File: src/hdl/bzf_pkg.sv
// shared types, constants and weight function for the cubic bezier flattener
`timescale 1ns / 1ps

package bzf_pkg;

    localparam int COORD_W    = 24;
    localparam int SUBDIV_DEF = 16;
    localparam int LANES      = 2;
    localparam int CTRL_PTS   = 4;
    // quotient bits of the rounding divider, offset result included
    localparam int QUOT_W     = COORD_W + 1;

    typedef logic signed [COORD_W-1:0] coord_t;

    typedef struct packed {
        logic valid;
        logic first;
        logic last;
    } bzf_tag_t;

    // bernstein weight of control point j at u = k/n, scaled by n^3
    function automatic int bzf_weight(input int n, input int k, input int j);
        int t;
        int w;
        t = n - k;
        case (j)
            0:       w = t * t * t;
            1:       w = 3 * k * t * t;
            2:       w = 3 * k * k * t;
            default: w = k * k * k;
        endcase
        return w;
    endfunction

endpackage

File: src/hdl/bzf_div.sv
// division of the biased dividend by the constant 2*n^3 through a scaled reciprocal, clamp and output register
`timescale 1ns / 1ps

module bzf_div
    import bzf_pkg::*;
#(
    parameter int XW  = 39,
    parameter int DEN = 4096
) (
    input  logic          aclk,
    input  logic          aresetn,
    input  logic          advance,
    input  bzf_tag_t      tag_in,
    input  logic [XW-1:0] dvd_in [LANES],
    output logic          out_valid,
    output coord_t        point_x,
    output coord_t        point_y,
    output logic          is_corner,
    output logic          last_point
);

    localparam int     QB      = QUOT_W;
    localparam longint DIVISOR = 2 * longint'(DEN);
    localparam int     DL      = $clog2(DIVISOR);
    // dividend bits below LO_SH are left out of the estimate
    localparam int     LO_SH   = (DL > 2) ? DL - 2 : 0;
    localparam int     SCALE   = DL + QB + 1;
    localparam int     HW      = QB + 2;
    localparam int     MW      = 2 * HW;
    localparam int     Q_SH    = SCALE - LO_SH;
    localparam logic [HW-1:0] RECIP = HW'((longint'(1) <<< SCALE) / DIVISOR);
    localparam logic [XW-1:0] DSOR  = XW'(DIVISOR);
    localparam logic signed [QB:0] OFFSET = (QB + 1)'(2 ** COORD_W);
    localparam logic signed [QB:0] RMAX   = (QB + 1)'(2 ** (COORD_W - 1) - 1);
    localparam logic signed [QB:0] RMIN   = -(QB + 1)'(2 ** (COORD_W - 1));

    bzf_tag_t           tag_a_reg, tag_b_reg, tag_c_reg;
    logic [HW-1:0]      dvd_top [LANES];
    logic [MW-1:0]      prod_reg [LANES];
    logic [XW-1:0]      dvd_a_reg [LANES];
    logic [XW-1:0]      dvd_b_reg [LANES];
    logic [QB-1:0]      est [LANES];
    logic [QB-1:0]      est_reg [LANES];
    logic [XW-1:0]      back_reg [LANES];
    logic [XW-1:0]      rem [LANES];
    logic [QB-1:0]      quo_reg [LANES];
    logic signed [QB:0] res [LANES];
    coord_t             sat [LANES];
    logic               valid_reg;
    coord_t             px_reg, py_reg;
    logic               corner_reg, last_reg;

    // estimate is the quotient or one below it, the remainder check settles which
    always_comb begin
        for (int l = 0; l < LANES; l++) begin
            dvd_top[l] = HW'(dvd_in[l] >> LO_SH);
            est[l]     = QB'(prod_reg[l] >> Q_SH);
            rem[l]     = dvd_b_reg[l] - back_reg[l];
        end
    end

    // remove the dividend offset and clamp to the coordinate range
    always_comb begin
        for (int l = 0; l < LANES; l++) begin
            res[l] = $signed({1'b0, quo_reg[l]}) - OFFSET;
            if (res[l] > RMAX) begin
                sat[l] = RMAX[COORD_W-1:0];
            end else if (res[l] < RMIN) begin
                sat[l] = RMIN[COORD_W-1:0];
            end else begin
                sat[l] = res[l][COORD_W-1:0];
            end
        end
    end

    always_ff @(posedge aclk) begin
        if (!aresetn) begin
            tag_a_reg <= '0;
            tag_b_reg <= '0;
            tag_c_reg <= '0;
            valid_reg <= 1'b0;
        end else if (advance) begin
            tag_a_reg <= tag_in;
            tag_b_reg <= tag_a_reg;
            tag_c_reg <= tag_b_reg;
            valid_reg <= tag_c_reg.valid;
        end
    end

    always_ff @(posedge aclk) begin
        if (advance) begin
            for (int l = 0; l < LANES; l++) begin
                prod_reg[l]  <= MW'(dvd_top[l]) * MW'(RECIP);
                dvd_a_reg[l] <= dvd_in[l];
                est_reg[l]   <= est[l];
                back_reg[l]  <= XW'(est[l]) * DSOR;
                dvd_b_reg[l] <= dvd_a_reg[l];
                quo_reg[l]   <= est_reg[l] + QB'(rem[l] >= DSOR);
            end
            px_reg     <= sat[0];
            py_reg     <= sat[1];
            corner_reg <= tag_c_reg.first;
            last_reg   <= tag_c_reg.last;
        end
    end

    assign out_valid  = valid_reg;
    assign point_x    = px_reg;
    assign point_y    = py_reg;
    assign is_corner  = corner_reg;
    assign last_point = last_reg;

endmodule

File: config.mk
export PLATFORM = sky130hd
export DESIGN_NAME = bzf_div
export DESIGN_NICKNAME = d
export VERILOG_FILES = /design/src/hdl/bzf_pkg.sv /design/src/hdl/bzf_div.sv
export SDC_FILE = /design/constraint.sdc
export NUM_CORES = 1
export LEC_CHECK = 0
export BUFFER_PORTS_ARGS = -buffer_cell sky130_fd_sc_hd__buf_2
export CORE_ASPECT_RATIO = 1.1
export CORE_MARGIN = 2
export CORE_UTILIZATION = 30
export CTS_CLUSTER_DIAMETER = 50
export CTS_CLUSTER_SIZE = 30
export DETAILED_ROUTE_END_ITERATION = 8
export GPL_TIMING_DRIVEN = 1
export PLACE_DENSITY = 0.56
export SKIP_CTS_REPAIR_TIMING = 1
export SYNTH_ARGS = -nofsm -noshare
export SYNTH_HDL_FRONTEND = slang
export SYNTH_SLANG_ARGS = --single-unit
File: constraint.sdc
create_clock -name aclk -period 2.1 [get_ports aclk]
set_input_delay 0.315 -clock aclk [delete_from_list [all_inputs] [get_ports aclk]]
set_output_delay 0.315 -clock aclk [all_outputs]
set_load 0.1 [all_outputs]
# Word level (Yosys, flattened, before mapping)
# Memory sizes are Yosys's and may differ from the RTL's.
# Cells that the tools add are included.
# totals
regBits	60
ramBits	360
input_bits	84
output_inout_bits	51
elab_cells	36
mem_count	6
# op_classes
n_addsub	6
magnitude_cmp	6
n_mux	4
# mem_list
name	depth	width	rd	rd_ports_with_merged_regs	wr	line_no	text
dvd_a_reg	2	39	2	0	2	bzf_div.sv:40	logic [XW-1:0] dvd_a_reg [LANES];
dvd_b_reg	2	39	2	0	2	bzf_div.sv:41	logic [XW-1:0] dvd_b_reg [LANES];
prod_reg	2	27	2	0	2	bzf_div.sv:39	logic [MW-1:0] prod_reg [LANES];
back_reg	2	25	2	0	2	bzf_div.sv:44	logic [XW-1:0] back_reg [LANES];
est_reg	2	25	2	0	2	bzf_div.sv:43	logic [QB-1:0] est_reg [LANES];
quo_reg	2	25	2	0	2	bzf_div.sv:46	logic [QB-1:0] quo_reg [LANES];
# ops
cell	n
$ge A39 B14 Y1 const B	2
$sub A39 B39 Y39	2
$gt A26 B24 Y1 const B	2
$lt A26 B24 Y1 const B	2
$sub A25 B25 Y26 const B	2
$add A25 B1 Y25	2
$mux W24	2
$mux W1	2

# Longest topological paths before layout
# Gate-level depths: netlist of the first run.
# An unclocked memory read counts as a cell.
# logic_depth
ltp_word	4
ltp_mapped	6
ltp_nobuf	6

# Worst setup path before layout of the first run
# OpenSTA, ideal clock, no wires.
# synth_timing
path_type	reg2reg
from	memory back_reg[0][0] (netlist name)
to	memory quo_reg[0][24] (netlist name), data pin
setup_time_ns	0.258
t_arrival_ns	1.534
setup_slack_ns	0.308
stages_incl_launch_ff	7
path_buffers	0
period_less_slack_ns	1.792
path_cell_list	edfxtp_1 ha_1 ha_1 nand4_1 nor3_1 nand4_1 xnor2_1
# synth_rtl
item	line_no
start, declared	bzf_div.sv:44
end, declared	bzf_div.sv:46

==> results of run 1 <==
## power breakdown
part / switching (W) / total, W / internal [W]
Combinational: 0.000707 / 0.000969 / 0.000261
Sequential: 0.000148 / 0.00518 / 0.00503
Clock: 0.00181 / 0.00410 / 0.00229
Total: 0.00267 / 0.0102 / 0.00758
## logic make-up after synthesis
group | Yosys count | synth area share [%]
buf+inv | 17 | 0.810
mux | 10 | 1.27
xor+xnor | 46 | 5.11
flops | 214 | 80.3
fa+ha+maj | 50 | 6.48
simple gates | 83 | 6.05
## layout make-up
class	instances	area, sq um
clock inverters	15	201
inverters	5	18.8
repair buffers	165	1130
flip-flops and latches	214	6330
fillers	2368	15800
well taps	352	440
multi-input cells	189	1490
clock buffers	27	591
## path summary, 6_finish.rpt
check,start,end,cells after the start
setup / recovery,back_reg[0][25]$_DFFE_PP_,quo_reg[0][47]$_DFFE_PP_,7
hold / removal,dvd_in[56],prod_reg[0][6]$_DFFE_PP_,1
setup reg to reg,back_reg[0][25]$_DFFE_PP_,quo_reg[0][47]$_DFFE_PP_,7
hold reg to reg,prod_reg[0][37]$_DFFE_PP_,back_reg[0][33]$_DFFE_PP_,0
## per-layer routing
layer / vias up / wire length, um
met5: - / 0
met4: 0 / 404
met1: 1893 / 5260
met3: 31 / 667
li1: 1973 / -
met2: 117 / 6450
## stage by stage
| stage | hold WS [ps] | worst slack (ps) | instance area, sq um |
|---|---|---|---|
| final | 19.8 | 184 | 10200 |
| after global routing | 0.279 | 61.7 | 10200 |
| after CTS | -62.0 | 177 | 9720 |
| after detailed placement | 405 | 190 | 8930 |
| after global placement | 404 | 210 | 8930 |
| after floorplan | 400 | 308 | 7880 |
## synth_stat cells (all sizes together)
cell type	n	share of area [%]
maj3	46	5.8
nor4	3	0.40
dfxtp	10	2.5
ha	4	0.64
nand2	11	0.52
nand4	12	0.95
buf	2	0.095
inv	5	0.24
clkbuf	10	0.48
or2	1	0.079
xnor2	33	3.7
and2	1	0.079
mux2i	10	1.3
and3	3	0.24
nor3	6	0.44
xor2	13	1.4
edfxtp	204	78
nor2b	10	0.79
nand3	22	1.4
nor2	7	0.33
and4	6	0.67
or4	1	0.14
## worst max-delay path: stages (launching register included)
cell      delay [ps]
edfxtp_1         330
ha_1             190
ha_1             220
nand4_1          270
nor4_2           220
buf_4            180
nand4_1          120
xnor2_1          140
==> metrics, run 1 <==
total power=0.0102 W; startpoint types=flip-flop; pin count of the biggest net entering global routing=64; maximum root-to-sink buffer count=3; mean area per synthesized cell=18.8 sq um; most frequent cells in the layout=edfxtp_1 (204), buf_2 (107), dlygate4sd3_1 (48), maj3_1 (46), xnor2_1 (33); clock root buffer=clkbuf_16; outcome=completed; Synth Warn #=0; peak supply drop=0.538 mV; # nets final=686; ANT cells=0; final-report setup violation count=0; router iterations before antenna repair=4; Seq/Total Area, Yosys=80.3%; Die W=159 um; synthesized area=7880 sq um; Finished Layout Cells=967; wire per inst=13.2 um; io pins=135; Vias=4014; Core Region=26000 sq um; met3 usage=2.17%; Critical Setup Path Class=flip-flop to flip-flop; Starting DRT DRC Count=147; placed insts=877; Worst setup EP type=flip-flop; CTS tree=done; Crit Path Max Fanout=5; Leak=3.61 nW; Final ANT Viol Nets=0; Slew HR=45.0%; GR Util met1=10.4%; reg-to-reg slack, setup=180 ps; Rows=62; Final Cycle Share=91.3%; clk_skew=11.6 ps; register clock-pin slew on the reported worst setup and hold paths=80 ps; first-pass GRT wire length=19300 um; Syn Nets=508; #FFs+latches synth=214; vias in the first global route=3864; worst slew pin tran=826 ps; min Tclk post-route=1920 ps; Post-Syn Instances=420; layout cell share with drive strength beyond 1=25.7%; synth unique cells=24; die height=174 um; Num CTS Buffers=23; Arrival @ worst endpoint=2180 ps; gp weighted congestion=0.761; GRT Total Usage=8.85%; PortBufs=108; Power Dens Cells=1000 nW/um^2; max FFs per register=50; Max Cap Violations=0; Die ar.=27600 sq um; Critical Path RT=2370 ps; GR Overflow Total=0; type of the most critical hold path=primary input to flip-flop; Area Growth Syn to Fin=29.5%; final WL=12800 um; H-tree lvl count=1; met2 Resource Use GR=15.4%; TNS Setup=0 ps; gr busiest metal=met2; Worst-Skew Late Latency=520 ps; fin util=39.3%; Initial Utilization=30.3%; Fin. Hold Viols=0; Fmax=522 MHz; fin. max-slew vios=0; unrepaired setup endpoints after global routing=no; detailed-route DRC error count=0; DR vias/cell=4.15; initial antenna violation count=0; Sink Count=214; commonest non-fill, non-tap cell in the layout=edfxtp_1; post-DP HPWL=8540 um
(Power assumes the default switching activity.)
==> run 2: changes to the inputs <==
CTS_BUF_LIST = sky130_fd_sc_hd__clkbuf_8   (was not set)
==> run 2 against run 1 <==
Sequential power about the same. First-iteration DRC count shrank 5.4%. Power fell by 11%. Hold slack gained 38 ps. Via count up 0.45%. Critical path type unchanged. Highest routed layer unchanged.
==> metrics, run 2 (synthesized netlist as in run 1, its figures left out) <==
GRT Total Usage=8.81%; clock network power share=32.8%; # nets final=691; post-DP HPWL=8540 um; clk_skew=14.9 ps; clock root buffer=clkbuf_8; Rows=62; Worst R2R Start=back_reg[0][25]$_DFFE_PP_; unrepaired setup endpoints after global routing=no; worst setup path endpoint=quo_reg[0][47]$_DFFE_PP_; peak supply drop=0.476 mV; final-report setup violation count=0; first-pass GRT wire length=19200 um; pin count of the biggest net entering global routing=64; Leak=3.52 nW; router iterations before antenna repair=4; initial antenna violation count=0; final WL=12800 um; Arrival @ worst endpoint=2220 ps; maximum root-to-sink buffer count=3; endpoint of the worst register-to-register path=quo_reg[0][47]$_DFFE_PP_; commonest non-fill, non-tap cell in the layout=edfxtp_1; Slew HR=44.2%; type of the most critical hold path=primary input to flip-flop; Max Cap Violations=0; PortBufs=108; cell internal pwr=0.00661 W; detailed-route DRC error count=0; Seq pwr share=56.5%; hold slack=57.6 ps; Logic pwr share=10.7%; Critical Path RT=2400 ps; Final ANT Viol Nets=0; vias in the first global route=3834; max FFs per register=50; Power Dens Cells=916 nW/um^2; GR Overflow Total=0; Crit Path Max Fanout=5; startpoint types=flip-flop; Core Region=26000 sq um; Num CTS Buffers=23; Switching Fraction=27.8%; Fmax=521 MHz; gp weighted congestion=0.761; H-tree lvl count=1; Fin. Hold Viols=0; Vias=4032; worst slew pin tran=837 ps; TNS Setup=0 ps; Net Sw Power=0.00254 W; ANT cells=0; reg-to-reg slack, setup=180 ps; Critical Setup Path Class=flip-flop to flip-flop; Worst setup EP type=flip-flop; Die ar.=27600 sq um; worst reg-to-reg path cell count=7; DR vias/cell=4.15; wire per inst=13.2 um; Initial Utilization=30.3%; fin. max-slew vios=0; Final Cycle Share=91.4%; Crit. Startpoint=back_reg[0][25]$_DFFE_PP_; min Tclk post-route=1920 ps; Worst-Skew Late Latency=550 ps; io pins=135; CTS tree=done; Die W=159 um; Sink Count=214; register clock-pin slew on the reported worst setup and hold paths=110 ps; die height=174 um; most frequent cells in the layout=edfxtp_1 (204), buf_2 (107), dlygate4sd3_1 (53), maj3_1 (46), xnor2_1 (33); layout cell share with drive strength beyond 1=25.5%; Area Growth Syn to Fin=26.8%; outcome=completed; Starting DRT DRC Count=139
run 2: changes by cell type in the layout (fill, tap and decap cells not counted):
cell           change
clkbuf_16         -23
clkbuf_8          +23
dlygate4sd3_1      +5
clkbuf_1           -4
inv_1              +4
clkinvlp_4         +1
inv_6              -1
run 2: cell type report:
class	instances	area, sq um
inverters	5	18.8
repair buffers	170	1180
clock buffers	23	317
multi-input cells	189	1490
clock inverters	19	215
well taps	352	440
fillers	2393	16000
flip-flops and latches	214	6330
run 2: how the worst min path moves through the flow:
stage,start,to,slack (ps),cells past startpoint
final,tag_in[1],tag_a_reg[1]$_SDFFE_PN0P_,60,3
after global routing,tag_in[1],tag_a_reg[1]$_SDFFE_PN0P_,30,3
after CTS,dvd_in[24],prod_reg[0][40]$_DFFE_PP_,-120,1
after detailed placement,prod_reg[0][37]$_DFFE_PP_,back_reg[0][33]$_DFFE_PP_,400,0
after global placement,prod_reg[0][3]$_DFFE_PP_,back_reg[0][1]$_DFFE_PP_,400,0
after floorplan,prod_reg[0][2]$_DFFE_PP_,back_reg[0][0]$_DFFE_PP_,400,0
run 2: worst max-delay path, stage by stage (launching register included):
cell	delay (ps)
edfxtp_1	340
ha_1	190
ha_1	220
nand4_1	270
nor4_2	220
buf_4	180
nand4_1	120
xnor2_1	140
run 2: power by group through the flow:
stage / Sequential [W] / Combinational, W / Clock, W
after CTS: 0.00518 / 0.000912 / 0.00313
after global placement: 0.00526 / 0.000899 / 0
after global routing: 0.00521 / 0.00103 / 0.00326
after detailed placement: 0.00527 / 0.000910 / 0
after floorplan: 0.00572 / 0.000178 / 0
final: 0.00517 / 0.000977 / 0.00300
run 2: through the flow:
step           instance area [sq um]  worst slack (ps)  total power [W]  util (%)  std cells
4_1_cts                         9460               166          0.00922      36.4        919
2_1_floorplan                   7880               308          0.00590         -        420
5_1_grt                         9990              49.7          0.00951      38.4        972
6_report                        9990               182          0.00915      38.4        972
3_3_place_gp                    8930               210          0.00616      34.4        877
3_5_place_dp                    8930               190          0.00618      34.4        877
run 2: layer usage:
metal | routed length, um | global-route usage [%]
met1 | 5270 | 10.4
met2 | 6410 | 15.4
met3 | 720 | 2.29
met4 | 448 | 3.12
met5 | 0 | 0
==> run 3: changes to the inputs <==
ABC_AREA = 1   (was not set)
PLACE_DENSITY = not set   (was 0.56)
==> run 3 against run 2 <==
Die area is 4.7% higher. Clock skew is 8.2 ps higher. Wire length is 11% higher. First-iteration DRC count is 31% higher. Via count is 17% higher. Highest routed layer unchanged. Hold slack worse by 44 ps. Critical path type is now flip-flop to primary output. Critical path depth is 6 lower. Final cell count is 21% higher.
==> metrics, run 3 <==
Die ar.=28900 sq um; top_reg_cell synth=edfxtp_1; register clock-pin slew on the reported worst setup and hold paths=110 ps; synthesized area=8260 sq um; TNS Setup=0 ps; crit-path cells=buf_2; gp weighted congestion=0.840; clock network power share=31.0%; Sink Count=214; Vias=4731; Critical Path RT=1780 ps; startpoint types=flip-flop; first-pass GRT wire length=23000 um; Die W=162 um; Slew HR=50.0%; kind of cell adding the most delay to the critical path=buffers and inverters; Switching Fraction=27.9%; ANT cells=0; total power=0.00908 W; wire per inst=12.2 um; most frequent cells in the layout=edfxtp_1 (204), nand2_1 (115), buf_2 (107), inv_1 (74), nor2_1 (72); Seq pwr share=56.9%; area share of the largest cell type after synthesis=74.2%; Net Sw Power=0.00254 W; Min-Delay Path Depth=3; #FFs+latches synth=214; max FFs per register=50; buffers plus inverters on the worst setup path=1; DR vias/cell=4.02; Worst-Skew Late Latency=520 ps; clk_skew=23.1 ps; ys async rst share=0%; Arrival @ worst endpoint=1350 ps; Power Dens Cells=876 nW/um^2; Seq/Total Area, Yosys=76.6%; count leader, synth=edfxtp_1; layout cell share with drive strength beyond 1=20.7%; PortBufs=108; worst reg-to-reg path cell count=9; Initial Utilization=30.5%; post-synth top area cell=edfxtp_1; placed insts=1091; Fmax=601 MHz; Post-Syn Instances=625; Syn Nets=713; GR Overflow Total=0; Finished Cell Area=10400 sq um; Max Cap Violations=0; commonest non-fill, non-tap cell in the layout=edfxtp_1; CTS tree=done; Slowest Stage Delay on Critical Path=440 ps; worst slew pin tran=748 ps; Core Region=27000 sq um; final WL=14300 um; final-report setup violation count=0; Rows=63; WP depth=1; unrepaired setup endpoints after global routing=no; filler instances=2568; fin. max-slew vios=0; hold slack=13.3 ps; # nets final=896; Placed Instance Area=9370 sq um; Worst setup EP type=primary output; GRT Total Usage=9.97%; clock root buffer=clkbuf_8; Area Growth Syn to Fin=25.5%; Synth top cells by count=edfxtp_1 (204), nand2_1 (115), inv_1 (74), nor2_1 (72), a21oi_1 (46); Synth Warn #=0; die height=178 um; pin count of the biggest net entering global routing=58; detailed-route DRC error count=0; peak supply drop=0.507 mV; Critical Setup Path Class=flip-flop to primary output; Slowest cell on crit path=buf_2; top cells by area, synth=edfxtp_1 (74%), nand2_1 (5.2%), inv_1 (3.4%); Leak=4.06 nW; type of the most critical hold path=primary input to flip-flop; Logic pwr share=12.1%; EDFF count, synth=204; Final Cycle Share=79.2%; initial antenna violation count=0; Finished Layout Cells=1177; maximum root-to-sink buffer count=3; vias in the first global route=4558; synth unique cells=20; Num CTS Buffers=19; outcome=completed; router iterations before antenna repair=4; Fin. Hold Viols=0; H-tree lvl count=1; mean area per synthesized cell=13.2 sq um; Starting DRT DRC Count=182; Final ANT Viol Nets=0; io pins=135; cell internal pwr=0.00655 W; min Tclk post-route=1660 ps; post-DP HPWL=10100 um; Crit Path Max Fanout=1
run 3: kinds of logic (layout without fill, tap and decap cells):
| group | Yosys count | in the layout | synth area share (%) |
|---|---|---|---|
| AO/OA/AOI/OAI | 60 | 60 | 3.64 |
| XOR/XNOR | 29 | 29 | 3.08 |
| adder cells (fa/ha/maj) | 4 | 4 | 0.606 |
| buffers and inverters | 84 | 279 | 3.82 |
| flip-flops | 214 | 214 | 76.6 |
| AND/OR/NAND/NOR | 234 | 234 | 12.2 |
run 3: cell type report:
| type | instances | area [sq um] | share of cell area, % |
|---|---|---|---|
| flip-flops and latches | 214 | 6330 | 61.0 |
| multi-input cells | 327 | 1620 | 15.6 |
| repair buffers | 171 | 1230 | 11.9 |
| well taps | 357 | 447 | 4.31 |
| inverters | 75 | 282 | 2.72 |
| clock buffers | 19 | 262 | 2.52 |
| clock inverters | 14 | 204 | 1.97 |
run 3: worst register-to-register path, delay by kind of cell, from the launching register on:
| kind | cells | cell delay [ps] |
|---|---|---|
| fa+ha+maj | 2 | 410 |
| simple gates | 7 | 670 |
| flops | 1 | 370 |
run 3: path summary, 6_finish.rpt:
check	to	slack, ps	start
worst min-delay path	tag_a_reg[1]$_SDFFE_PN0P_	10	tag_in[1]
worst min register to register	back_reg[0][4]$_DFFE_PP_	400	prod_reg[0][6]$_DFFE_PP_
worst max-delay path	point_y[8]	440	point_y[8]$_SDFFCE_PN1P_
worst max register to register	quo_reg[0][43]$_DFFE_PP_	450	dvd_b_reg[0][77]$_DFFE_PP_
run 3: power by group through the flow:
stage	combinational [W]	sequential, W	clock (W)
floorplan	0.000215	0.00576	0
global placement	0.00103	0.00527	0
detailed placement	0.00104	0.00527	0
CTS	0.00104	0.00517	0.00292
global route	0.00119	0.00521	0.00309
finish	0.00110	0.00517	0.00281
run 3: metal layers:
metal	global-route usage (%)	up-vias	wire (um)
met1	14.0	2131	6890
li1	-	2477	-
met2	15.1	105	6340
met4	3.13	0	276
met5	0	-	0
met3	2.60	18	799
run 3: through the flow:
stage          utilization (%)  setup slack (ps)
4_1_cts                   36.4               401
5_1_grt                   38.3               300
2_1_floorplan                -               623
3_5_place_dp              34.7               424
3_3_place_gp              34.7               481
6_report                  38.3               437
