### config.mk
export PLATFORM = sky130hd
export DESIGN_NAME = bzf_seq
export DESIGN_NICKNAME = d
export VERILOG_FILES = /design/src/hdl/bzf_pkg.sv /design/src/hdl/bzf_seq.sv
export SDC_FILE = /design/constraint.sdc
export NUM_CORES = 1
export LEC_CHECK = 0
export ABC_AREA = 1
export CAP_MARGIN = 10
export CORE_AREA = 2 2 170 172
export CTS_CLUSTER_SIZE = 16
export DETAILED_ROUTE_END_ITERATION = 10
export DIE_AREA = 0 0 172 174
export DONT_BUFFER_PORTS = 1
export GPL_TIMING_DRIVEN = 0
export SLEW_MARGIN = 5
export SYNTH_ARGS = -nofsm -noshare
export SYNTH_HDL_FRONTEND = slang
export SYNTH_SLANG_ARGS = --single-unit
### constraint.sdc
create_clock -name aclk -period 8 [get_ports aclk]
set_clock_uncertainty 0.1 [all_clocks]
set_input_delay 0.4 -clock aclk [delete_from_list [all_inputs] [get_ports aclk]]
set_output_delay 0.4 -clock aclk [all_outputs]
set_load 0.005 [all_outputs]
### src/hdl/bzf_pkg.sv
// shared types, constants and weight function for the cubic bezier flattener
`timescale 1ns / 1ps

package bzf_pkg;

    localparam int COORD_W    = 24;
    localparam int SUBDIV_DEF = 16;
    localparam int LANES      = 2;
    localparam int CTRL_PTS   = 4;
    // quotient bits of the rounding divider, offset result included
    localparam int QUOT_W     = COORD_W + 1;

    typedef logic signed [COORD_W-1:0] coord_t;

    typedef struct packed {
        logic valid;
        logic first;
        logic last;
    } bzf_tag_t;

    // bernstein weight of control point j at u = k/n, scaled by n^3
    function automatic int bzf_weight(input int n, input int k, input int j);
        int t;
        int w;
        t = n - k;
        case (j)
            0:       w = t * t * t;
            1:       w = 3 * k * t * t;
            2:       w = 3 * k * k * t;
            default: w = k * k * k;
        endcase
        return w;
    endfunction

endpackage

### src/hdl/bzf_seq.sv
// segment hold registers and step sequencer that issues one curve point per cycle while advance is high
`timescale 1ns / 1ps

module bzf_seq
    import bzf_pkg::*;
#(
    parameter int SUBDIV = SUBDIV_DEF,
    parameter int WW     = 13
) (
    input  logic          aclk,
    input  logic          aresetn,
    input  logic          advance,
    input  logic          s_valid,
    output logic          s_ready,
    input  coord_t        s_start_x,
    input  coord_t        s_start_y,
    input  coord_t        s_ctrl1_x,
    input  coord_t        s_ctrl1_y,
    input  coord_t        s_ctrl2_x,
    input  coord_t        s_ctrl2_y,
    input  coord_t        s_end_x,
    input  coord_t        s_end_y,
    output bzf_tag_t      issue,
    output coord_t        hold_x [CTRL_PTS],
    output coord_t        hold_y [CTRL_PTS],
    output logic [WW-1:0] weight [CTRL_PTS]
);

    localparam int KW = (SUBDIV > 1) ? $clog2(SUBDIV) : 1;

    logic          busy_reg, busy_next;
    logic [KW-1:0] step_reg, step_next;
    logic          straight_reg, straight_next;
    logic [WW-1:0] w_reg [CTRL_PTS];
    logic [WW-1:0] w_next [CTRL_PTS];
    coord_t        hx_reg [CTRL_PTS];
    coord_t        hy_reg [CTRL_PTS];
    logic          issue_last;
    logic          accept;

    assign issue_last = straight_reg || (step_reg == KW'(SUBDIV - 1));
    assign s_ready    = advance && (!busy_reg || issue_last);
    assign accept     = s_valid && s_ready;

    assign issue.valid = busy_reg;
    assign issue.first = (step_reg == '0);
    assign issue.last  = issue_last;

    always_comb begin
        busy_next     = busy_reg;
        step_next     = step_reg;
        straight_next = straight_reg;
        if (advance && busy_reg) begin
            if (issue_last) begin
                busy_next = 1'b0;
            end else begin
                step_next = step_reg + 1'b1;
            end
        end
        if (accept) begin
            busy_next     = 1'b1;
            step_next     = '0;
            straight_next = (s_ctrl1_x == s_start_x) && (s_ctrl1_y == s_start_y) &&
                            (s_ctrl2_x == s_end_x) && (s_ctrl2_y == s_end_y);
        end
    end

    // weights for the step that will be issued next
    always_comb begin
        for (int j = 0; j < CTRL_PTS; j++) begin
            w_next[j] = w_reg[j];
        end
        for (int k = 0; k < SUBDIV; k++) begin
            if (step_next == KW'(k)) begin
                for (int j = 0; j < CTRL_PTS; j++) begin
                    w_next[j] = WW'(bzf_weight(SUBDIV, k, j));
                end
            end
        end
    end

    always_ff @(posedge aclk) begin
        if (!aresetn) begin
            busy_reg     <= 1'b0;
            step_reg     <= '0;
            straight_reg <= 1'b0;
        end else begin
            busy_reg     <= busy_next;
            step_reg     <= step_next;
            straight_reg <= straight_next;
        end
    end

    always_ff @(posedge aclk) begin
        for (int j = 0; j < CTRL_PTS; j++) begin
            w_reg[j] <= w_next[j];
        end
        if (accept) begin
            hx_reg[0] <= s_start_x;
            hy_reg[0] <= s_start_y;
            hx_reg[1] <= s_ctrl1_x;
            hy_reg[1] <= s_ctrl1_y;
            hx_reg[2] <= s_ctrl2_x;
            hy_reg[2] <= s_ctrl2_y;
            hx_reg[3] <= s_end_x;
            hy_reg[3] <= s_end_y;
        end
    end

    assign hold_x = hx_reg;
    assign hold_y = hy_reg;
    assign weight = w_reg;

endmodule

=== After elaboration in Yosys (flattened, before gate mapping) ===
Cells that the tools add are included.

* Bitwise logic cells: 0
* Multipliers: 0
* Reduce and logical (&&, ||, !) cells: 32
* Multiplexer cells: 21
* Shift operators: 0
* $lt $le $gt $ge: 0
* Eq/ne operators: 20
* $add $sub $neg: 1
* Div/mod/pow operators: 0

{| class="wikitable"
|+ Operators by type and width
! cell !! count
|-
| two-way mux 51 bit || 4
|-
| two-way mux 49 bit || 3
|-
| two-way mux 50 bit || 2
|-
| == test 24 bit || 4
|-
| two-way mux 46 bit || 2
|-
| two-way mux 48 bit || 1
|-
| two-way mux 47 bit || 1
|-
| two-way mux 44 bit || 1
|-
| two-way mux 43 bit || 1
|-
| == test 4 bit (second input constant) || 9
|-
| == test 4 x 3 -> 1 bit (second input constant) || 4
|-
| nonzero test 15 bit || 1
|-
| OR reduction 15 bit || 1
|-
| nonzero test 14 bit || 1
|-
| nonzero test 13 bit || 1
|-
| two-way mux 4 bit || 3
|-
| nonzero test 12 bit || 1
|-
| OR reduction 12 bit || 1
|-
| nonzero test 11 bit || 1
|-
| nonzero test 10 bit || 1
|-
| OR reduction 10 bit || 1
|-
| nonzero test 9 bit || 1
|-
| == test 4 x 2 -> 1 bit (second input constant) || 2
|-
| logical NOT 4 bit || 2
|-
| other kinds (16) || 25
|}

* Register bits: 245
* Output and inout bits: 248
* ROM bits: 0
* Memory bits (writable): 0
* Input port bits: 196
* Bits in latches: 0
* Word-level logic and storage cells: 105
* Memories: 0

=== Longest topological paths before layout ===
Gate-level depths: netlist (run 1).

* Depth after elaboration: 22
* Gate-level depth with buffers: 13
* Depth with buffers taken out: 13

=== Worst setup path before layout (run 1) ===
No wires, ideal clock.

* Path type: flip-flop to flip-flop
* Start: register step_reg[0]
* End: register w_reg, in the netlist weight[45]
* Data arrival time: 5.348 ns
* Data required time: 7.775 ns
* Stages on the path, launching flop included: 13
* Path buffers: 0
* Clock period less this slack: 5.573 ns
* Slack: 2.427 ns
* Setup time: 0.125 ns
* Cells stage by stage: dfxtp_1 > ha_1 > nand3_2 > nand3_1 > nand2_1 > inv_2 > nand2_4 > inv_1 > nor2_4 > nand2_1 > nand2_1 > nand2_1 > nand4_1

* Longest elaborated chain between the ends: 19
* Elaborated cells between the ends (all ways): 39
* Those cells by class: add/sub (1); eq/ne (16); mux (15); reduce/logical (7)

{| class="wikitable"
|+ RTL lines
! what !! RTL line !! RTL
|-
| from (decl) || bzf_seq.sv:32 || <nowiki>logic [KW-1:0] step_reg, step_next;</nowiki>
|-
| from (signal assigned) || bzf_seq.sv:89 || <nowiki>step_reg <= step_next;</nowiki>
|-
| == test 4 bit * || bzf_seq.sv:41 || <nowiki>assign issue_last = straight_reg || (step_reg == KW'(SUBDIV - 1));</nowiki>
|-
| logical OR 1 bit * || bzf_seq.sv:41 ||
|-
| logical OR 1 bit * || bzf_seq.sv:42 || <nowiki>assign s_ready = advance && (!busy_reg || issue_last);</nowiki>
|-
| logical AND 1 bit * || bzf_seq.sv:42 ||
|-
| via s_ready || bzf_seq.sv:14 || <nowiki>output logic s_ready,</nowiki>
|-
| logical AND 1 bit * || bzf_seq.sv:43 || <nowiki>assign accept = s_valid && s_ready;</nowiki>
|-
| via accept || bzf_seq.sv:39 || <nowiki>logic accept;</nowiki>
|-
| two-way mux 4 bit * || bzf_seq.sv:60 || <nowiki>if (accept) begin</nowiki>
|-
| == test 4 x 1 -> 1 bit || bzf_seq.sv:74 || <nowiki>if (step_next == KW'(k)) begin</nowiki>
|-
| two-way mux 51 bit (3 in series) || bzf_seq.sv:74 ||
|-
| two-way mux 50 bit (2 in series) || bzf_seq.sv:74 ||
|-
| two-way mux 49 bit (3 in series) || bzf_seq.sv:74 ||
|-
| two-way mux 48 bit || bzf_seq.sv:74 ||
|-
| two-way mux 47 bit || bzf_seq.sv:74 ||
|-
| two-way mux 46 bit (2 in series) || bzf_seq.sv:74 ||
|-
| to (signal, indexed assignment) || bzf_seq.sv:96 || <nowiki>w_reg[j] <= w_next[j];</nowiki>
|-
| to (decl) || bzf_seq.sv:34 || <nowiki>logic [WW-1:0] w_reg [CTRL_PTS];</nowiki>
|}

Mark *: on every way through the listed nets, which the timed path passes. The rest lies on a longest branch.
A chain may end at the register's enable or synchronous reset.

=== Worst setup path after layout (run 1) ===
* Start: register step_reg[0]
* End: register hx_reg, in the netlist hold_x[64], enable pin

* Longest elaborated chain between the ends: 5

{| class="wikitable"
|+ RTL lines
! what !! RTL line !! RTL
|-
| == test 4 bit || bzf_seq.sv:41 ||
|-
| logical OR 1 bit || bzf_seq.sv:41 ||
|-
| logical OR 1 bit || bzf_seq.sv:42 ||
|-
| logical AND 1 bit || bzf_seq.sv:42 ||
|-
| via s_ready || bzf_seq.sv:14 ||
|-
| logical AND 1 bit || bzf_seq.sv:43 ||
|-
| via accept || bzf_seq.sv:39 ||
|-
| to (decl) || bzf_seq.sv:36 || <nowiki>coord_t hx_reg [CTRL_PTS];</nowiki>
|}

The timed path passes the listed nets, and every way through them passes these cells.

==> results.md, run 1 <==
- Worst EP arrival: about 2600 ps
- Standard-cell row count: a little over 60
- CTS tree: done
- Worst VDD drop: ~0.18 mV
- Worst R2R Path Depth: 8
- Final setup viols: 0
- Die X: 172 um
- Worst Tran Pin Value: 679 ps
- Peak Freq: 391 MHz
- Pwr Density: about 220 nW/um2
- Largest net degree at the start of global routing: 126
- Crit path from: step_reg[0]
- Port bufs: 0
- Lkg Pwr: 4.95 nW
- Synth Area per Inst: about 12 um2
- Pre-CTS setup slack: around 5400 ps
- Worst endpoint required time: 8070 ps
- Synthesized instance count: around 750
- Crit-path cells: ha_1, nand3_2, nand3_1, nand2_1, inv_2, nand2_4, inv_8, buf_16
- Crit path max-delay family: buffers and inverters
- Die area: 29900 um2
- First-pass GRT wire length: roughly 40000 um
- CTS sink cnt: ~240
- Diodes inserted: 0
- GRT Total Usage: roughly 18%
- Post-DRT Antenna Nets: 0
- Initial DRC Count: 552
- R2r setup slk: roughly 5400 ps
- MaxCap Viol Count: 0
- Outcome: completed
- Vias in the first global route: 6476
- Total gr overflow: 0
- Crit path kind: reg2reg
- TNS Setup: 0 ps
- Vias per std cell: between 4 and 5
- Die span in y: about 170 um
- Footprint of the multi-input gates: approximately 1900 um2
- CTS Root Cell: clkbuf_16
- Fillers: roughly 2500
- Final net count: 1173
- Hold WC Path Type: in2reg
- Post-synth design cell area: roughly 9200 um2
- Setup ws final: between 5000 and 6000 ps
- Yosys Warn Count: 0
- H-tree Lvls: 1
- Clock Pin Slew Worst Setup and Hold Paths: roughly 60 ps
- CP max stage delay: roughly 470 ps
- Worst path buffer plus inverter count: 3
- Max-slew violation count: 0
- Period minus WS final: 2560 ps
- Hold Path Stages: 2
- Worst-path maximum fanout: ~130
- Worst Hold End: busy_reg
- RR Endpoint: hold_x[64]
- Layout cells sized above 1: between 8 and 9%
- Reg area: between 6000 and 7000 um2
- Sequential element share of the synthesized area: between 70% and 80%
- Final Hold Fails: 0
- Routability cong.: roughly 0.88
- Core Box Area: 28200 um2
- HP Start: s_valid
- HPWL Detailed: ~18000 um
- Top-Level Pins: around 440
- Starting Density: 32.4%
- Area grow syn2layout: 36.0%
- WL/cell: between 20 and 25 um
- Clk_lat worst skew: between 500 and 600 ps
- FF+latch count, synth: 237
- WL final: around 28000 um
- DR pass1 iterations: 5
- Tcrit/Tclk final: between 30% and 40%
- Critical-path top delay cell: buf_16
- Via count: around 6300
- Netlist cell types: 30
- Worst setup EP type: flop
- Reg2reg start: step_reg[0]
- RSZ-0062 raised after global routing: no
- DRC: 0
- Worst setup SP type: flop
- Clock buffer count from CTS: 25
- Worst slew margin: between 50% and 60%
- Bufs on Longest Clock Path: 3
- Initial antenna violation count: 0
-- worst register-to-register path, cell delays in order, from the launching register on --
cell and delay (ps):
dfxtp_1 390, ha_1 220, nand3_2 100, nand3_1 90, nand2_1 80, inv_2 100, nand2_4 130, inv_8 370
buf_16 480
-- logic make-up after synthesis --
| logic type | share of synthesized area [%] |
|---|---|
| and+or+nand+nor | 13.4 |
| DFF | 72.8 |
| buffers and inverters | 6.26 |
| xor gates and xnor gates | 5.74 |
| AOI/OAI and AO/OA | 1.46 |
| adders and majority gates | 0.273 |
| other | 0.0410 |
-- through the flow --
stage	power (mW)	util, %	cell area (um2)	hold WS (ps)	instances
after floorplan	1.54	-	9170	345	753
after global placement	1.57	34.2	9650	356	1137
after detailed placement	1.56	34.3	9690	361	1138
after CTS	2.83	44.1	12500	39.5	1378
after global routing	2.90	44.1	12500	79.0	1378
final	2.80	44.1	12500	68.6	1378
-- report_power, final --
part	switching (mW)	internal [mW]	leakage [nW]	total [mW]
Sequential	0.0312	1.39	2.16	1.42
Clock	0.487	0.690	0.411	1.18
Combinational	0.0888	0.110	2.38	0.198
-- area by class of cell --
cell class	instances	area share [%]
repair buffers	195	15.8
inverters	116	3.57
plain buffers	18	1.10
clock inverters	14	1.29
clock buffers	32	5.35
multi-input cells	382	15.5
flip-flops and latches	237	53.5
well taps	384	3.86
-- how the worst max path moves through the flow --
stage | to | cells after the start
after global routing | hold_x[19] | 8
after global placement | weight[45] | 12
after CTS | hold_x[17] | 8
after floorplan | weight[45] | 12
after detailed placement | hold_y[32] | 8
final | hold_x[64] | 8
-- cell usage after synthesis --
| cell type | number | area (um2) |
|---|---|---|
| conb_1 | 1 | 3.75 |
| o21ai_1 | 5 | 25.0 |
| ha_1 | 2 | 25.0 |
| dfxtp_1 | 45 | 901 |
| nand2_4 | 1 | 11.3 |
| xor2_1 | 2 | 17.5 |
| nand3_1 | 6 | 30.0 |
| o31ai_1 | 1 | 7.51 |
| buf_6 | 1 | 11.3 |
| nor2_4 | 2 | 22.5 |
| inv_2 | 3 | 11.3 |
| nor3b_2 | 1 | 12.5 |
| nor2_8 | 1 | 20.0 |
| inv_1 | 112 | 420 |
| buf_2 | 1 | 5.00 |
| nand3_2 | 2 | 20.0 |
| edfxtp_1 | 192 | 5770 |
| buf_4 | 16 | 120 |
| nor2_1 | 52 | 195 |
| nand3_4 | 1 | 17.5 |
| nand4_1 | 10 | 62.6 |
| nand2_1 | 201 | 754 |
| xnor2_1 | 58 | 508 |
| o21ai_0 | 8 | 40.0 |
| o21ai_4 | 1 | 16.3 |
| a21oi_1 | 9 | 45.0 |
| nor3_1 | 5 | 25.0 |
| nor2_2 | 3 | 18.8 |
| nand2_2 | 6 | 37.5 |
| clkinv_2 | 1 | 5.00 |
-- layout by cell type (no fill, tap or decap), drive strengths merged --
master	instances
o31ai	1
edfxtp	192
nor2	58
dlygate4sd3	194
nand2	208
xnor2	58
buf	19
conb	5
clkinv	7
ha	2
nor3	5
nand4	10
a21oi	9
clkbuf	32
xor2	2
dfxtp	45
clkinvlp	1
o21ai	14
nor3b	1
bufinv	3
nand3	9
inv	119
-- per-layer routing --
layer | vias up | part of all wire, % | global-route usage [%]
li1 | 2859 | - | -
met1 | 2940 | 37 | 19.4
met2 | 390 | 50 | 31.8
met3 | 64 | 9.5 | 4.85
met4 | 0 | 3.6 | 6.83
met5 | - | 0 | 0
-- timing repair --
item                      in CTS  in global routing
hold endpoints to repair     195                  0
hold buffers                 194                  0
resized for setup              0                  0
setup buffers                  0                  0
(Power assumes the default switching activity.)
==> inputs of run 2 (changes only) <==
ABC_AREA = 0   (was 1)
CORE_AREA = 2 2 173 175   (was 2 2 170 172)
DIE_AREA = 0 0 175 177   (was 0 0 172 174)
clock period = 2.45 ns   (was 8 ns; I/O delays follow)
==> results.md, run 2 <==
- Sequential element share of the synthesized area: 76.3% (+3.5 points)
- Post-synth design cell area: 8740 um2 (-4.5%)
- Synth area leaders: edfxtp_1 66%, dfxtp_1 10%, xnor2_1 7.8%
- Area leader, netlist: edfxtp_1
- Standard-cell row count: 63 (+1.6%)
- Failed at: clock tree synthesis (4_1_cts)
- Most frequent cell after synthesis: edfxtp_1
- Top-Level Pins: 444 (unchanged)
- FF+latch count, synth: 237 (unchanged)
- Synth Area per Inst: 16.6 um2 (+36%)
- Post-synth top cells: 192 x edfxtp_1, 78 x xnor2_1, 45 x dfxtp_1
- Post_cts resized: 1 (+1)
- H-tree Lvls: 1 (unchanged)
- Post-DP Area: 9490 um2 (-2.0%)
- HPWL Detailed: 18100 um (-0.36%)
- Bufs on Longest Clock Path: 3 (unchanged)
- Outcome: did not finish
- Die span in y: 177 um (+1.7%)
- Die X: 175 um (+1.7%)
- Routability cong.: 0.845 (-3.7%)
- Netlist cell types: 62 (+110%)
- Starting Density: 29.9% (-2.5 points)
- Commonest register cell after synthesis: edfxtp_1
- Post-synth top area share: 66.0% (+3.0 points)
- Post-synth EDFFs: 192 (unchanged)
- Synthesized instance count: 527 (-30%)
- Async S/R FF share, synth: 0% (unchanged)
- Run Error: [ERROR RSZ-0060] Max buffer count reached.
- Yosys Warn Count: 0 (unchanged)
- Clock buffer count from CTS: 24 (-4.0%)
- Post-CTS setup buffers: 1 (+1)
- CTS Root Cell: clkbuf_16
- CTS sink cnt: 237 (unchanged)
- Post-CTS Hold Buffers: 196 (+1.0%)
- Port bufs: 0 (unchanged)
## run 2: changes by cell type after synthesis, sizes merged, moves of 7 or more
cell | before | now
buf | 18 | 25
inv | 115 | 14
nand2 | 208 | 21
nand4 | 10 | 24
nor2 | 58 | 9
nor4 | 0 | 9
xnor2 | 58 | 78
xor2 | 2 | 14
## run 2: stage by stage
step	setup slack [ps]	util, %	TNS, ps	instances
after floorplan	-2260	-	-382010	531
after global placement	-3790	31.8	-625640	921
after detailed placement	-432	32.5	-15200	929
## run 2: kinds of logic after synthesis
family | count (synthesis) | synth area share [%]
buf+inv | 42 | 2.88
fa+ha+maj | 4 | 0.530
other cells | 1 | 0.0429
xor+xnor | 92 | 9.22
flops | 237 | 76.3
mux | 5 | 0.573
compound gates | 54 | 4.62
simple gates | 92 | 5.86
==> inputs of run 3 (changes only) <==
CORE_AREA = 2 2 175 177   (was 2 2 173 175)
CTS_CLUSTER_SIZE = not set   (was 16)
DIE_AREA = 0 0 177 179   (was 0 0 175 177)
PLACE_DENSITY_LB_ADDON = 0.15   (was not set)
==> results.md, run 3 <==
- Final Hold Slack: -20.5 ps
- Commonest register cell after synthesis: edfxtp_1
- Sequential element share of the synthesized area: 76.3% (unchanged)
- Synth area leaders: edfxtp_1 66%, dfxtp_1 10%, xnor2_1 7.8%
- Routability cong.: 0.811 (-4.1%)
- Starting Density: 29.1% (-0.78 points)
- First-pass GRT wire length: between 30000 and 40000 um
- Most frequent cell after synthesis: edfxtp_1
- Clock Pin Slew Worst Setup and Hold Paths: 60 ps
- Die span in y: 179 um (+1.1%)
- Final net count: between 900 and 1000
- Clk_lat worst skew: around 520 ps
- HPWL Detailed: 18600 um (+2.8%)
- CP max stage delay: 440 ps
- Dpl cells: 934 (+0.54%)
- Total gr overflow: 0
- Period minus WS final: around 2200 ps
- Worst Tran Pin Value: between 900 and 1000 ps
- DR pass1 iterations: 6
- Crit path kind: reg2reg
- Post-DP Area: 9460 um2 (-0.37%)
- Bufs on Longest Clock Path: 3 (unchanged)
- DRC: 0
- Core Box Area: approximately 30000 um2
- Lkg Pwr: 4.24 nW
- Standard-cell row count: 64 (+1.6%)
- Worst slew margin: between 30 and 40%
- Crit path max-delay family: simple AND/OR/NAND/NOR gates
- Post-synth design cell area: 8740 um2 (unchanged)
- Area grow syn2layout: 40.5%
- Max-slew violation count: 0
- Diodes inserted: 0
- Worst path buffer plus inverter count: 0
- Vias per std cell: about 4.6
- Total power: 9.24 mW
- Async S/R FF share, synth: 0% (unchanged)
- CTS tree: done
- Worst-path maximum fanout: 6
- Failing checks: negative hold slack
- Crit-path cells: nor2b_1, nand2_1, o2bb2ai_1, nor2_1, a311oi_1
- Post_cts resized: 0 (-1)
- H-tree Lvls: 1 (unchanged)
- Area leader, netlist: edfxtp_1
- Vias in the first global route: around 5900
- Most frequent cells in the layout: 195 x dlygate4sd3_1, 192 x edfxtp_1, 78 x xnor2_1
- Outcome: complete, but fails checks
- Post-Layout Inst Area: roughly 12000 um2
- Port bufs: 0 (unchanged)
- Tcrit/Tclk final: between 80% and 90%
- Commonest non-fill, non-tap cell in the layout: dlygate4sd3_1
- Initial DRC Count: around 250
- Worst setup EP type: flop
- WL/cell: around 22 um
- Setup ws final: 258 ps
- Layout cells sized above 1: a little under an eighth
- Synthesized instance count: 527 (unchanged)
- Via count: 5437
- RSZ-0062 raised after global routing: no
- CTS Root Cell: clkbuf_16
- Clock buffer count from CTS: 25 (+4.2%)
- Critical-path top delay cell: nor2b_1
- Post-synth top cells: 192 x edfxtp_1, 78 x xnor2_1, 45 x dfxtp_1
- Final Hold Fails: 1
- Post-synth top area share: 66.0% (unchanged)
- Worst EP arrival: about 2500 ps
- Pwr Density: between 700 and 800 nW/um2
- Pre-CTS setup slack: -131 ps (+302 ps)
- Worst setup SP type: flop
- WL final: approximately 26000 um
- Netlist cell types: 62 (unchanged)
- Worst VDD drop: roughly 0.44 mV
- Peak Freq: 456 MHz
- Largest net degree at the start of global routing: 33
- Worst endpoint required time: about 2800 ps
- Hold WC Path Type: in2reg
- Yosys Warn Count: 0 (unchanged)
- Final core occ: about two fifths
- TNS Setup: 0 ps
- FF+latch count, synth: 237 (unchanged)
- Initial antenna violation count: 1
- Die area: between 30000 and 40000 um2
- CTS sink cnt: 237 (unchanged)
- Final cell count without fillers: 1176
- Post-DRT Antenna Nets: 0
- MaxCap Viol Count: 0
- Top-Level Pins: 444 (unchanged)
- Synth Area per Inst: 16.6 um2 (unchanged)
- R2r setup slk: between 200 and 300 ps
- GRT Total Usage: about 15%
- Final setup viols: 0
- Post-synth EDFFs: 192 (unchanged)
- Die X: 177 um (+1.1%)
## run 3: kinds of logic (layout without fill, tap and decap cells)
group | count (synthesis) | after routing | share of synthesized area [%]
xor+xnor | 92 | 92 | 9.22
mux | 5 | 5 | 0.573
fa+ha+maj | 4 | 4 | 0.530
compound gates | 54 | 54 | 4.62
buf+inv | 42 | 291 | 2.88
flops | 237 | 237 | 76.3
simple gates | 92 | 92 | 5.86
other cells | 1 | 5 | 0.0429
## run 3: path summary, 6_finish.rpt
| kind | endpoint | cells past startpoint | from |
|---|---|---|---|
| setup / recovery | weight[45] | 5 | busy_reg |
| setup reg to reg | weight[45] | 5 | busy_reg |
| hold reg to reg | straight_reg | 2 | straight_reg |
| hold / removal | straight_reg | 5 | s_ctrl2_y[9] |
## run 3: timing repair
item / 4_1_cts / 5_1_grt
endpoints found under the setup margin: 53 / 0
hold buffers: 195 / 0
buffers inserted: 2 / 0
endpoints found under the hold margin: 199 / 0
## run 3: cell type report
| type | count | area, um2 |
|---|---|---|
| clock inverter | 17 | 189 |
| fill | 2748 | 17700 |
| sequential | 237 | 6670 |
| timing repair buffer | 204 | 2130 |
| tap | 396 | 495 |
| multi-input combinational | 252 | 1870 |
| clock buffer | 28 | 668 |
| buffer | 27 | 189 |
| inverter | 15 | 62.6 |
## run 3: worst reg2reg max path, delay by kind of cell (launching register included)
family | cells | cell delay (ps)
AND/OR/NAND/NOR | 3 | 850
AO/OA/AOI/OAI | 2 | 740
flip-flops | 1 | 400
## run 3: report_power, final
| part | total [mW] | internal, mW | switching, mW |
|---|---|---|---|
| registers | 4.65 | 4.55 | 0.0999 |
| logic | 0.677 | 0.383 | 0.293 |
| clock network | 3.91 | 2.38 | 1.54 |
## run 3: per-layer routing
layer / routed length, um / GRT usage [%]
met5: 0 / 0
met4: 846 / 5.85
met3: 2620 / 5.85
met2: 13100 / 27.2
met1: 9410 / 16.6
==> inputs of run 4 (changes only) <==
SETUP_SLACK_MARGIN = 0.5   (was not set)
==> results.md, run 4 (synthesis gave the netlist of run 3 again) <==
- Lkg Pwr: 4.56 nW (+7.6%)
- R2r setup slk: 460 ps (+210 ps)
- Port bufs: 0 (unchanged)
- MaxCap Viol Count: 0 (unchanged)
- Via count: 5692 (+4.7%)
- RR Endpoint: weight[3]
- Pre-CTS setup slack: -131 ps (unchanged)
- Worst EP arrival: 2290 ps (-220 ps)
- Initial DRC Count: 294 (+18%)
- CTS sink cnt: 237 (unchanged)
- RSZ-0062 raised after global routing: yes
- Die area: 31700 um2 (unchanged)
- Crit path from: step_reg[1]
- Setup ws final: 463 ps (+205 ps)
- Hold Path Stages: 5 (unchanged)
- WL final: 27300 um (+5.1%)
- Layout cells sized above 1: 19.4% (+7.6 points)
- Worst-path maximum fanout: 7 (+1)
- Most frequent cells in the layout: 195 x dlygate4sd3_1, 192 x edfxtp_1, 78 x xnor2_1
- Reg2reg start: step_reg[1]
- Diodes inserted: 0 (unchanged)
- Area grow syn2layout: 47.9%
- Initial antenna violation count: 1 (unchanged)
- Final Hold Fails: 1 (unchanged)
- Pwr Density: 723 nW/um2 (-3.9%)
- Tcrit/Tclk final: 81.1% (-8.4 points)
- Standard-cell row count: 64 (unchanged)
- Post-DRT Antenna Nets: 0 (unchanged)
- Peak Freq: 503 MHz (+10%)
- Commonest non-fill, non-tap cell in the layout: dlygate4sd3_1
- Worst Hold End: straight_reg
- HPWL Detailed: 18600 um (unchanged)
- GRT Total Usage: 16.0% (+0.70 points)
- Worst endpoint required time: 2750 ps (-20 ps)
- Failing checks: negative hold slack
- First-pass GRT wire length: 37800 um (+4.2%)
- Crit path kind: reg2reg
- Outcome: complete, but fails checks
- Clk_lat worst skew: 520 ps (about the same)
- Worst setup EP type: flop
- Max-slew violation count: 0 (unchanged)
- DR pass1 iterations: 4 (-2)
- Starting Density: 29.1% (unchanged)
- Worst R2R Path Depth: 10 (+5)
- Clock Pin Slew Worst Setup and Hold Paths: 60 ps (about the same)
- Vias per std cell: 4.69 (+1.4%)
- Total power: 9.34 mW (+1.1%)
- Final Hold Slack: -30.9 ps (-10.4 ps)
- Largest net degree at the start of global routing: 33 (unchanged)
- Total gr overflow: 0 (unchanged)
- Die span in y: 179 um (unchanged)
- Worst setup SP type: flop
- H-tree Lvls: 1 (unchanged)
- Routability cong.: 0.811 (unchanged)
- Period minus WS final: 1990 ps (-205 ps)
- Worst Tran Pin Value: 1030 ps (+26.4 ps)
- HP Start: s_end_y[9]
- CTS tree: done
- Die X: 177 um (unchanged)
- Worst slew margin: 30.9% (-1.8 points)
- Top-Level Pins: 444 (unchanged)
- Clock buffer count from CTS: 25 (unchanged)
- Final setup viols: 0 (unchanged)
- CTS Root Cell: clkbuf_16
- DRC: 0 (unchanged)
- Final core occ: 43.0% (+2.2 points)
- Worst VDD drop: 0.445 mV (about the same)
- Bufs on Longest Clock Path: 3 (unchanged)
- Hold WC Path Type: in2reg
- Vias in the first global route: 6055 (+3.5%)
- Final net count: 998 (+4.0%)
- WL/cell: 22.5 um (+1.8%)
- Core Box Area: 30000 um2 (unchanged)
run 4: changes by cell type in the layout (fill, tap and decap cells not counted), sizes merged:
cell	previous run	this run
buf	34	66
bufbuf	0	3
clkbuf	30	33
run 4: worst max path at each step:
stage | endpoint | depth (start not counted) | slack [ps]
global placement | straight_reg | 5 | -3710
detailed placement | hold_y[17] | 6 | -130
finish | weight[3] | 10 | 460
CTS | weight[3] | 10 | 450
floorplan | straight_reg | 6 | -2260
global route | weight[48] | 8 | 390
run 4: per-layer routing:
metal	global-route usage [%]	up-vias	part of all wire, %
met4	5.96	0	3.5
met3	5.85	54	10
met5	0	-	0
met2	28.8	339	50
met1	17.3	2797	36
li1	-	2502	-
run 4: worst max-delay path: stages (launching register included):
cell and delay (ps):
dfxtp_4 360, ha_4 180, and3_4 180, or3_4 370, and2_4 150, buf_8 130
inv_8 60, nand2_4 60, clkinv_4 70, mux2i_2 60, xnor2_1 140
run 4: cell type report:
cell class	instances	area, um2
clock buffers	28	668
plain buffers	27	213
inverters	15	68.8
fillers	2712	17100
repair buffers	242	2610
flip-flops and latches	237	6680
well taps	396	495
multi-input cells	252	2010
clock inverters	17	189
run 4: timing repair:
action                                 in CTS  in global routing
buffers inserted                           29                  4
cloned                                      4                  3
gates resized for setup                    25                 35
hold buffers                              195                  0
endpoints found under the hold margin     200                  0
setup endpoints to repair                 212                134
pin swaps                                  10                 12
run 4: where the power goes:
part	switching [mW]	internal [mW]
Clock	1.54	2.38
Sequential	0.0999	4.54
Combinational	0.323	0.459
Total	1.96	7.38
run 4: metrics by stage:
stage / cells / TNS, ps / instance area, um2
final: 1214 / 0 / 12900
after global placement: 927 / -599430 / 9290
after CTS: 1207 / 0 / 12700
after floorplan: 531 / -382010 / 8800
after detailed placement: 934 / -3340 / 9460
after global routing: 1214 / 0 / 12900
